===== src/rtl/baxc_pkg.sv =====
// ----------------------------------------------------------------------------
// baxc_pkg
// types and constants shared by the add/xor checksum block
// ----------------------------------------------------------------------------
package baxc_pkg;

    localparam logic [15:0] LOW_BYTE_POS  = 16'd4;
    localparam logic [15:0] HIGH_BYTE_POS = 16'd5;
    localparam logic [15:0] POS_LIMIT     = 16'hFFFF;

    localparam logic [15:0] MAX_LENGTH_RST = 16'd4096;
    localparam logic [15:0] MIN_LENGTH_RST = 16'd32;

    typedef logic [0:0] t_cfg_index;

    localparam t_cfg_index CFG_MAX_LENGTH = 1'd0;
    localparam t_cfg_index CFG_MIN_LENGTH = 1'd1;

    typedef struct packed {
        logic [7:0]  data_byte;
        logic        is_first;
        logic        is_last;
        logic        mode;
        logic        has_address;
        logic [7:0]  block_address_low;
        logic [15:0] checked_length;
    } t_in_item;

    typedef struct packed {
        logic       status;
        logic [7:0] checksum_high;
        logic [7:0] checksum_low;
        logic       write_high;
        logic       write_low;
    } t_result;

endpackage


===== src/rtl/baxc_in_reg.sv =====
// ----------------------------------------------------------------------------
// baxc_in_reg
// input register stage, holds one item until the core takes it
// ----------------------------------------------------------------------------
module baxc_in_reg (
    input  logic              i_clk,
    input  logic              i_rst_n,
    input  logic              i_valid,
    output logic              o_ready,
    input  baxc_pkg::t_in_item i_item,
    output logic              o_valid,
    input  logic              i_ready,
    output baxc_pkg::t_in_item o_item
);
    import baxc_pkg::*;

    logic     r_valid;
    t_in_item r_item;

    assign o_ready = !r_valid || i_ready;
    assign o_valid = r_valid;
    assign o_item  = r_item;

    always_ff @(posedge i_clk) begin
        if (!i_rst_n) begin
            r_valid <= 1'b0;
        end else if (o_ready) begin
            r_valid <= i_valid;
        end
    end

    always_ff @(posedge i_clk) begin
        if (o_ready && i_valid) begin
            r_item <= i_item;
        end
    end

endmodule


===== src/rtl/baxc_core.sv =====
// ----------------------------------------------------------------------------
// baxc_core
// per-byte sum/xor accumulation, checksum byte capture and result register
// ----------------------------------------------------------------------------
module baxc_core (
    input  logic                   i_clk,
    input  logic                   i_rst_n,
    input  logic                   i_valid,
    output logic                   o_ready,
    input  baxc_pkg::t_in_item     i_item,
    input  logic                   i_cfg_valid,
    input  baxc_pkg::t_cfg_index   i_cfg_index,
    input  logic [15:0]            i_cfg_data,
    output logic                   o_valid,
    input  logic                   i_ready,
    output baxc_pkg::t_result      o_result
);
    import baxc_pkg::*;

    logic [15:0] r_max_len;
    logic [15:0] r_min_len;

    logic [15:0] r_pos,  n_pos;
    logic [7:0]  r_add,  n_add;
    logic [7:0]  r_xor,  n_xor;
    logic [7:0]  r_slo,  n_slo;
    logic [7:0]  r_shi,  n_shi;
    logic        r_mode, n_mode;
    logic        r_av,   n_av;
    logic [7:0]  r_ab,   n_ab;
    logic        r_lbad, n_lbad;

    logic        r_out_valid;
    t_result     r_out, n_out;

    logic        adv;

    assign o_ready  = !i_item.is_last || !r_out_valid || i_ready;
    assign adv      = i_valid && o_ready;
    assign o_valid  = r_out_valid;
    assign o_result = r_out;

    always_comb begin
        logic [15:0] pos;
        logic [7:0]  add_b, xor_b, slo_b, shi_b;
        logic [7:0]  delta;
        logic        skip;
        logic        pass;

        pos    = r_pos;
        add_b  = r_add;
        xor_b  = r_xor;
        slo_b  = r_slo;
        shi_b  = r_shi;
        n_mode = r_mode;
        n_av   = r_av;
        n_ab   = r_ab;
        n_lbad = r_lbad;
        pass   = 1'b0;

        // new block: sample per-block fields, seed with the address byte if present
        if (i_item.is_first) begin
            pos    = '0;
            slo_b  = '0;
            shi_b  = '0;
            n_mode = i_item.mode;
            n_av   = i_item.has_address;
            n_ab   = i_item.block_address_low;
            n_lbad = (i_item.checked_length > r_max_len) ||
                     (i_item.checked_length < r_min_len);
            add_b  = i_item.has_address ? i_item.block_address_low : 8'd0;
            xor_b  = add_b;
        end

        skip  = (pos == LOW_BYTE_POS) || (pos == HIGH_BYTE_POS);
        n_slo = (pos == LOW_BYTE_POS)  ? i_item.data_byte : slo_b;
        n_shi = (pos == HIGH_BYTE_POS) ? i_item.data_byte : shi_b;
        n_add = skip ? add_b : add_b + i_item.data_byte;
        n_xor = skip ? xor_b : xor_b ^ i_item.data_byte;
        n_pos = (pos == POS_LIMIT) ? pos : pos + 16'd1;

        delta = n_xor ^ n_slo;
        n_out = '0;
        if (n_lbad) begin
            n_out.status = 1'b1;
        end else if (!n_mode) begin
            n_out.checksum_high = n_add;
            n_out.checksum_low  = n_xor;
            n_out.write_high    = 1'b1;
            n_out.write_low     = 1'b1;
        end else begin
            if (n_av) begin
                pass = ({n_add, n_xor} == {n_shi, n_slo}) ||
                       ({n_add, n_xor} == 16'd0 && {n_shi, n_slo} == 16'd1);
            end else begin
                pass = (n_add + delta) == n_shi;
            end
            if (pass) begin
                n_out.checksum_high = n_shi;
                n_out.checksum_low  = n_av ? n_ab : delta;
                n_out.write_low     = 1'b1;
            end else begin
                n_out.status = 1'b1;
            end
        end

        // block done: clear position and accumulators
        if (i_item.is_last) begin
            n_pos = '0;
            n_add = '0;
            n_xor = '0;
            n_slo = '0;
            n_shi = '0;
        end
    end

    always_ff @(posedge i_clk) begin
        if (!i_rst_n) begin
            r_max_len <= MAX_LENGTH_RST;
            r_min_len <= MIN_LENGTH_RST;
        end else if (i_cfg_valid) begin
            case (i_cfg_index)
                CFG_MAX_LENGTH: r_max_len <= i_cfg_data;
                CFG_MIN_LENGTH: r_min_len <= i_cfg_data;
                default: ;
            endcase
        end
    end

    always_ff @(posedge i_clk) begin
        if (!i_rst_n) begin
            r_pos  <= '0;
            r_add  <= '0;
            r_xor  <= '0;
            r_slo  <= '0;
            r_shi  <= '0;
            r_mode <= 1'b0;
            r_av   <= 1'b0;
            r_ab   <= '0;
            r_lbad <= 1'b0;
        end else if (adv) begin
            r_pos  <= n_pos;
            r_add  <= n_add;
            r_xor  <= n_xor;
            r_slo  <= n_slo;
            r_shi  <= n_shi;
            r_mode <= n_mode;
            r_av   <= n_av;
            r_ab   <= n_ab;
            r_lbad <= n_lbad;
        end
    end

    always_ff @(posedge i_clk) begin
        if (!i_rst_n) begin
            r_out_valid <= 1'b0;
        end else if (adv && i_item.is_last) begin
            r_out_valid <= 1'b1;
        end else if (i_ready) begin
            r_out_valid <= 1'b0;
        end
    end

    always_ff @(posedge i_clk) begin
        if (adv && i_item.is_last) begin
            r_out <= n_out;
        end
    end

endmodule


===== src/rtl/block_add_xor_checksum.sv =====
// ----------------------------------------------------------------------------
// block_add_xor_checksum
// storage block add/xor checksum generator and checker
// ----------------------------------------------------------------------------
// Takes one block byte per cycle with no gaps required, except while the input
// stalls as told below. An accepted item goes through an input register and
// then the accumulate stage with its 8-bit sum and xor feedback registers; the
// result of a block is loaded into the result register when the accumulate
// stage takes its last byte. The result register frees as it is taken, so input
// stalls only while a finished result is held and the next last byte is already
// waiting. Configuration writes are always taken.
module block_add_xor_checksum (
    input  logic                 i_clk,
    input  logic                 i_rst_n,
    input  logic                 i_s_tvalid,
    output logic                 o_s_tready,
    input  logic [31:0]          i_s_tdata,   // data_byte, block_address_low, checked_length
    input  logic [2:0]           i_s_tuser,   // is_first, mode, has_address
    input  logic                 i_s_tlast,
    output logic                 o_m_tvalid,
    input  logic                 i_m_tready,
    output logic [15:0]          o_m_tdata,   // checksum_high, checksum_low
    output logic [2:0]           o_m_tuser,   // status, write_high, write_low
    input  logic                 i_cfg_valid,
    output logic                 o_cfg_ready,
    input  baxc_pkg::t_cfg_index i_cfg_index,
    input  logic [15:0]          i_cfg_data
);
    import baxc_pkg::*;

    t_in_item s_item;
    t_in_item q_item;
    t_result  res;
    logic     q_valid;
    logic     q_ready;

    always_comb begin
        s_item.data_byte         = i_s_tdata[7:0];
        s_item.is_first          = i_s_tuser[0];
        s_item.is_last           = i_s_tlast;
        s_item.mode              = i_s_tuser[1];
        s_item.has_address       = i_s_tuser[2];
        s_item.block_address_low = i_s_tdata[15:8];
        s_item.checked_length    = i_s_tdata[31:16];
    end

    assign o_cfg_ready = 1'b1;

    baxc_in_reg u_in_reg (
        .i_clk   (i_clk),
        .i_rst_n (i_rst_n),
        .i_valid (i_s_tvalid),
        .o_ready (o_s_tready),
        .i_item  (s_item),
        .o_valid (q_valid),
        .i_ready (q_ready),
        .o_item  (q_item)
    );

    baxc_core u_core (
        .i_clk       (i_clk),
        .i_rst_n     (i_rst_n),
        .i_valid     (q_valid),
        .o_ready     (q_ready),
        .i_item      (q_item),
        .i_cfg_valid (i_cfg_valid),
        .i_cfg_index (i_cfg_index),
        .i_cfg_data  (i_cfg_data),
        .o_valid     (o_m_tvalid),
        .i_ready     (i_m_tready),
        .o_result    (res)
    );

    assign o_m_tdata = {res.checksum_low, res.checksum_high};
    assign o_m_tuser = {res.write_low, res.write_high, res.status};

endmodule


===== config.mk =====
export PLATFORM = sky130hd
export DESIGN_NAME = block_add_xor_checksum
export DESIGN_NICKNAME = d
export VERILOG_FILES = /design/src/rtl/baxc_pkg.sv /design/src/rtl/baxc_in_reg.sv /design/src/rtl/baxc_core.sv /design/src/rtl/block_add_xor_checksum.sv
export SDC_FILE = /design/constraint.sdc
export NUM_CORES = 1
export LEC_CHECK = 0
export BUFFER_PORTS_ARGS = -buffer_cell sky130_fd_sc_hd__clkbuf_2
export CAP_MARGIN = 20
export CORE_MARGIN = 10
export CORE_UTILIZATION = 60
export CTS_BUF_LIST = sky130_fd_sc_hd__clkbuf_8
export DETAILED_ROUTE_END_ITERATION = 8
export HOLD_SLACK_MARGIN = 0.15
export PLACE_DENSITY = 0.9
export SLEW_MARGIN = 20
export SYNTH_ARGS = -nofsm -noshare
export SYNTH_HDL_FRONTEND = slang
export SYNTH_SLANG_ARGS = --single-unit

===== constraint.sdc =====
create_clock -name i_clk -period 6.49 [get_ports i_clk]
set_clock_uncertainty 0.2 [all_clocks]
set_input_delay 0.649 -clock i_clk [delete_from_list [all_inputs] [get_ports i_clk]]
set_output_delay 0.649 -clock i_clk [all_outputs]
set_load 0.05 [all_outputs]

==> results of run 1 <==
[cell usage after synthesis (8+ instances only)]
library cell / n / share of area
a21o_1: 12 / 0.0097
a21oi_1: 77 / 0.042
nor2_1: 79 / 0.032
inv_1: 66 / 0.027
edfxtp_1: 55 / 0.18
xnor2_1: 22 / 0.021
and3_1: 11 / 0.0074
a31oi_1: 18 / 0.012
nor2b_1: 27 / 0.018
nand2_1: 133 / 0.054
nand3_1: 48 / 0.026
nor4_1: 9 / 0.0061
nand4_1: 27 / 0.018
clkbuf_1: 49 / 0.020
o32ai_1: 13 / 0.012
dfxtp_1: 93 / 0.20
xor2_1: 11 / 0.010
nor3_1: 19 / 0.010
nand2b_1: 24 / 0.016
a22oi_1: 22 / 0.018
o21ai_0: 38 / 0.021
mux2i_1: 20 / 0.022
o221ai_1: 8 / 0.0076
o21ai_1: 8 / 0.0043
ha_1: 47 / 0.064
a21boi_0: 17 / 0.014
[what timing repair did]
action / 4_1_cts / 5_1_grt
hold buffers: 32 / 0
hold endpoints to repair: 32 / 0
buffers inserted: 0 / 0
[layout by cell type, fill, tap and decap left out, types with 6 or more instances in the layout]
master and count:
nand2_1 133, dfxtp_1 93, nor2_1 79, clkbuf_2 78, a21oi_1 77, inv_1 66
edfxtp_1 55, nand3_1 48, ha_1 47, o21ai_0 38, dlygate4sd3_1 32, nand4_1 27
nor2b_1 26, nand2b_1 24, xnor2_1 22, a22oi_1 22, buf_4 22, mux2i_1 20
nor3_1 19, clkbuf_8 18, a31oi_1 17, a21boi_0 17, o32ai_1 13, a21o_1 12
and3_1 11, xor2_1 11, nor4_1 9, o221ai_1 8, o21ai_1 8, a211oi_1 7
a311oi_1 7, mux2_2 6, and2_1 6, or3_1 6, o211ai_1 6, inv_8 6
[registers in the layout, summed over array words and instances, names as in the netlist]
signal	count
u_core.r_pos	16
u_core.o_valid	1
u_core.r_add	8
u_core.r_shi	8
u_core.r_ab	8
u_core.r_xor	8
u_core.r_lbad	1
u_in_reg.o_valid	1
u_core.r_av	1
u_core.r_max_len	16
u_core.o_result	19
u_core.r_min_len	16
u_core.r_mode	1
u_in_reg.o_item	36
u_core.r_slo	8
[through the flow]
stage          utilization  hold WS (ps)  setup slack, ps  power [mW]  area [um^2]
4_1_cts              0.693           151              755        2.20        10500
3_3_place_gp         0.647           241             1010        1.47         9790
6_report             0.693           160              606        2.22        10500
2_1_floorplan            -           234             1310        1.36         9260
3_5_place_dp         0.647           249              800        1.49         9790
5_1_grt              0.693           158              291        2.29        10500
[cell families after synthesis]
family | Yosys count | synth area share
mux | 27 | 0.0314
other cells | 1 | 0.000405
xor+xnor | 34 | 0.0337
simple gates | 423 | 0.231
buf+inv | 132 | 0.0565
flops | 148 | 0.380
fa+ha+maj | 49 | 0.0679
compound gates | 272 | 0.200
[critical path, delay by kind of cell, from the launching register on]
| kind | cells | cell delay, ps |
|---|---|---|
| and+or+nand+nor | 5 | 1410 |
| AOI/OAI and AO/OA | 7 | 1380 |
| DFF | 1 | 900 |
| adders and majority gates | 2 | 790 |
| buffers and inverters | 3 | 490 |
| xor gates and xnor gates | 2 | 390 |
[power by group through the flow]
stage,Combinational (mW),Sequential (mW),Clock (mW)
3_3_place_gp,0.418,1.05,0
3_5_place_dp,0.430,1.05,0
5_1_grt,0.503,1.04,0.751
4_1_cts,0.450,1.03,0.713
2_1_floorplan,0.310,1.05,0
6_report,0.464,1.04,0.718
[final cells by class]
cell class              count  share of cell area
well taps                 188              0.0224
multi-input cells         806               0.499
clock buffers              18              0.0236
clock inverters            14              0.0125
inverters                  67              0.0240
flip-flops and latches    148               0.335
repair buffers            132              0.0835
[path summary, 6_finish.rpt]
check / from / to / slack (ps) / cells past startpoint
worst max-delay path: u_in_reg.o_item[27] / u_core.o_result[4] / 610 / 19
worst min-delay path: i_s_tdata[0] / u_in_reg.o_item[28] / 160 / 1
worst max register to register: u_in_reg.o_item[27] / u_core.o_result[4] / 610 / 19
worst min register to register: u_core.r_max_len[5] / u_core.r_max_len[5] / 260 / 2
[layer usage]
layer,track usage,vias up,routed length (um),share of wire
met1,0.315,4123,10400,0.39
met3,0.0646,107,3000,0.11
met4,0.123,0,1050,0.039
li1,-,4126,-,-
met5,0,-,0,0
met2,0.432,578,12600,0.46
==> impl_results.md, run 1 <==
* Status: completed
* Clock Sinks at 148
* WL/cell at ~20 um
* Cell leakage power at around 4.1 nW
* Drt pass-1 iters at 6
* Comb pwr share at 0.209
* Remaining routing DRC violations at 0
* First-pass GRT wire length at 43,300 um
* Drt total wl at between 20,000 and 30,000 um
* Data required, critical path at 6490 ps
* Final setup viols at 0
* Largest net degree at the start of global routing at 48
* Syn nets at 1,193
* GPL Wtd Cong at roughly 1
* Clk_lat worst skew at between 400 and 500 ps
* Mean Syn Cell Area at 8.52 um^2
* Fraction of registers with async set/reset at 0
* Synth Flop Type: dfxtp_1
* CTS-repair resized insts at 0
* Filler cell count at between 1,000 and 1,500
* PortBufs at 78
* Dpl cells at 1,309
* Internal power at between 1 and 1.5 mW
* Synthesis-stage register bit count at around 150
* Full die area at 20,800 um^2
* Slowest CP cell: edfxtp_1
* Final Hold Vio Count at 0
* Clock tree root driver cell: clkbuf_8
* Critical path's largest stage delay at around 900 ps
* Via density at roughly 6.5
* Post-synth cell types at between 70 and 80
* Fin crit share at 0.907
* RSZ-0062 raised after global routing: no
* TritonCTS Buffers at 17
* Starting density of the core at 0.611
* CP endpoint kind: flop
* Power Dens Cells at 211 nW/um^2
* Grt ovf at 0
* Initial DRC Count at around 1,100
* Chip width at 144 um
* Post-Syn Instances at between 1,000 and 1,500
* Worst-path cell chain: inv_1 > nand2_1 > inv_1 > ha_1 > nor2_1 > buf_4 > a32o_1 > a211oi_1 > a311oi_1 > ha_1 > xnor2_1 > xnor2_1 > a21oi_1 > a21oi_1 > nand4_1 > a2111oi_0 > and4b_1 > nor3_4 > o32ai_1
* Via count at 8,934
* Max_slew headroom at 0.355
* CTS tree: done
* Initial antenna violation count at 0
* Hold crit path type: primary input to flop
* Final HPWL DP at ~18,000 um
* Nets at between 1,000 and 1,500
* Arr. time, crit path at just under 6000 ps
* Number of flops mapped to enable cells by yosys at 55
* Bufs on Longest Clock Path at 2
* VDD IR max at ~180 uV
* TNS Setup at 0 ps
* Max-slew violations at 0
* IO Pins at 80
* Gr usage total at 0.262
* Final ANT Viol Nets at 0
* Sw Share at 0.331
* FF+latch area at around 3500 um^2
* Minimum clock period at a little under 6000 ps
* Maxcap violations at 0
* CP startpoint kind: flop
* Least-Margin Pin Slew at 963 ps
* Clock network power share at 0.324
* Site Rows at 45
* Ant. Diodes at 0
* Clk pin slew, worst setup/hold paths at ~100 ps
* Syn. warnings at 0
* Sequential Power Share at 0.467
* Die height at between 100 and 150 um
* Max Fclk at around 0.17 GHz
* Via count of the first global-routing pass at a little under 9,000
* Post-Syn Area at a little over 9000 um^2
* CP Max Fanout at 20
* Sequential-to-total area share from yosys stat at 0.380
* Max H-tree Level at 4
* NetSw at about 740 uW
* Critical path class: flop to flop
* Final non-filler cell total at between 1,000 and 1,500
* Area occupied by multi-input gates at ~5200 um^2
* Core area at about 15,000 um^2
* Synth-to-layout area growth at 13.4%
* Fraction of layout cells with a size suffix above 1 at 0.132
Note: power is estimated with default switching activity, not from simulation.
==> inputs of run 2 (changes only) <==
--- a/config.mk
+++ b/config.mk
@@ -7,12 +7,12 @@
 export LEC_CHECK = 0
 export BUFFER_PORTS_ARGS = -buffer_cell sky130_fd_sc_hd__clkbuf_2
 export CAP_MARGIN = 20
-export CORE_MARGIN = 10
-export CORE_UTILIZATION = 60
+export CORE_MARGIN = 5
+export CORE_UTILIZATION = 30
 export CTS_BUF_LIST = sky130_fd_sc_hd__clkbuf_8
 export DETAILED_ROUTE_END_ITERATION = 8
 export HOLD_SLACK_MARGIN = 0.15
-export PLACE_DENSITY = 0.9
+export PLACE_DENSITY = 0.56
 export SLEW_MARGIN = 20
 export SYNTH_ARGS = -nofsm -noshare
 export SYNTH_HDL_FRONTEND = slang
==> run 2 against run 1 <==
Net effect:
- first-iteration DRC count decreased by 19%
- final cell count increased by 16%
- largest power group unchanged
- die area increased by 66%
- clock power increased by 12%
- hold slack improved by 1.2 ps
- largest cell class unchanged
- critical path depth decreased by 3
- sequential cell count unchanged
- total power increased by 4.0%
- register-to-register slack improved by 230 ps
- combinational power about the same
- count of clock-buffer cells in the layout decreased by 1
==> impl_results.md, run 2 (synthesized netlist as in run 1, its figures left out) <==
* Site Rows at 64 (+42%)
* Filler cell count at 3,182 (+190%)
* VDD IR max at 119 uV (-34%)
* Full die area at 34,500 um^2 (+66%)
* TritonCTS Buffers at 17 (unchanged)
* Hold path start: i_s_tuser[2]
* Initial antenna violation count at 0 (unchanged)
* Max_slew headroom at 0.324 (-0.0311)
* Least-Margin Pin Slew at 1010 ps (+51.0 ps)
* CTS tree: done
* Max-slew violations at 0 (unchanged)
* CP endpoint kind: flop
* Status: completed
* Fraction of layout cells with a size suffix above 1 at 0.134 (+0.00112)
* Power Dens Cells at 212 nW/um^2 (+0.52%)
* IO Pins at 80 (unchanged)
* Post-CTS Setup Bufs at 0 (unchanged)
* Max Fclk at 0.177 GHz (+4.1%)
* Largest net degree at the start of global routing at 44 (-8.3%)
* Crit. Startpoint: u_in_reg.o_item[27]
* Drt total wl at 28,800 um (+6.5%)
* Cell leakage power at 4.12 nW (+1.0%)
* GPL Wtd Cong at 0.933 (-6.6%)
* Hold crit path type: primary input to flop
* Bufs on Longest Clock Path at 2 (unchanged)
* Max H-tree Level at 4 (unchanged)
* RR Startpoint: u_in_reg.o_item[27]
* PortBufs at 78 (unchanged)
* Ant. Diodes at 0 (unchanged)
* Via count of the first global-routing pass at 8,109 (-6.5%)
* Via density at 5.38 (-17%)
* Data required, critical path at 6470 ps (-20 ps)
* CP Max Fanout at 43 (+110%)
* Core area at 30,500 um^2 (+100%)
* Grt ovf at 0 (unchanged)
* Chip width at 186 um (+29%)
* Final Util at 0.356 (-0.337)
* Clk_lat worst skew at 490 ps (about the same)
* Gr usage total at 0.167 (-0.0946)
* Fin crit share at 0.871 (-0.0358)
* RSZ-0062 raised after global routing: no
* Initial DRC Count at 867 (-19%)
* Most frequent cells in the layout: nand2_1 (133), dfxtp_1 (93), nor2_1 (79)
* Max reg flops at 36 (unchanged)
* Clk pin slew, worst setup/hold paths at 110 ps (about the same)
* Final setup viols at 0 (unchanged)
* Critical path class: flop to flop
* Via count at 8,533 (-4.5%)
* Final Hold Vio Count at 0 (unchanged)
* Nets at 1,284 (+0.39%)
* Final ANT Viol Nets at 0 (unchanged)
* Starting density of the core at 0.303 (-0.308)
* TNS Setup at 0 ps (unchanged)
* Synth-to-layout area growth at 17.3%
* Arr. time, crit path at 5630 ps (-250 ps)
* CP startpoint kind: flop
* Final HPWL DP at 20,900 um (+13%)
* Minimum clock period at 5650 ps (-232 ps)
* Die height at 186 um (+29%)
* WL/cell at 18.2 um (-7.8%)
* Remaining routing DRC violations at 0 (unchanged)
* First-pass GRT wire length at 45,300 um (+4.7%)
* Commonest non-fill, non-tap cell in the layout: nand2_1
* Worst reg-to-reg setup slack at 840 ps (+230 ps)
* Drt pass-1 iters at 8 (+2)
* Clock tree root driver cell: clkbuf_8
* Clock Sinks at 148 (unchanged)
* Maxcap violations at 0 (unchanged)
## run 2: final timing paths
check	end	cells after the start
worst max-delay path	u_core.o_result[8]	16
worst min-delay path	u_in_reg.o_item[24]	1
worst max register to register	u_core.o_result[8]	16
worst min register to register	u_core.r_ab[3]	2
## run 2: report_power, final
group	switching (mW)	internal, mW	leakage [nW]	total (mW)
registers	0.0318	1.00	1.29	1.03
clock network	0.469	0.338	0.220	0.807
logic	0.279	0.187	2.61	0.467
total	0.781	1.53	4.12	2.31
## run 2: routing by layer
metal	wire length [um]	GRT usage	vias up
met4	762	0.0551	0
met1	13100	0.230	4047
met3	1620	0.0213	54
met5	0	0	-
met2	13400	0.274	304
li1	-	-	4128
## run 2: worst max-delay path, cell delays in order (launching register included)
cell and delay (ps):
edfxtp_1 370, buf_4 280, o21ai_0 520, ha_1 340, a211oi_1 510, or4b_2 230, nand4_1 130, mux2i_1 290
inv_1 140, ha_1 440, a31oi_1 110, or3_1 310, o211ai_1 100, mux4_2 250, and4b_1 210, nor3_4 670
o22ai_1 210
## run 2: stage by stage
step                      hold WS, ps  area (um^2)  setup slack (ps)  instances  total power [mW]
after global routing              154        10900               491       1586              2.41
after global placement            241        10100              1110       1519              1.50
after detailed placement          247        10100               979       1519              1.50
after floorplan                   234         9260              1310       1086              1.36
final                             161        10900               839       1586              2.31
after CTS                         150        10900               887       1586              2.33
## run 2: final cells by class
class | count | area (um^2) | share of cell area
clock buffer | 17 | 234 | 0.0216
clock inverter | 15 | 205 | 0.0189
inverter | 67 | 251 | 0.0232
sequential | 148 | 3510 | 0.324
timing repair buffer | 137 | 921 | 0.0848
multi-input combinational | 806 | 5240 | 0.482
tap | 396 | 495 | 0.0456
## run 2: what timing repair did
action | 4_1_cts | 5_1_grt
endpoints found under the hold margin | 35 | 0
resized for setup | 0 | 0
hold buffers | 35 | 0
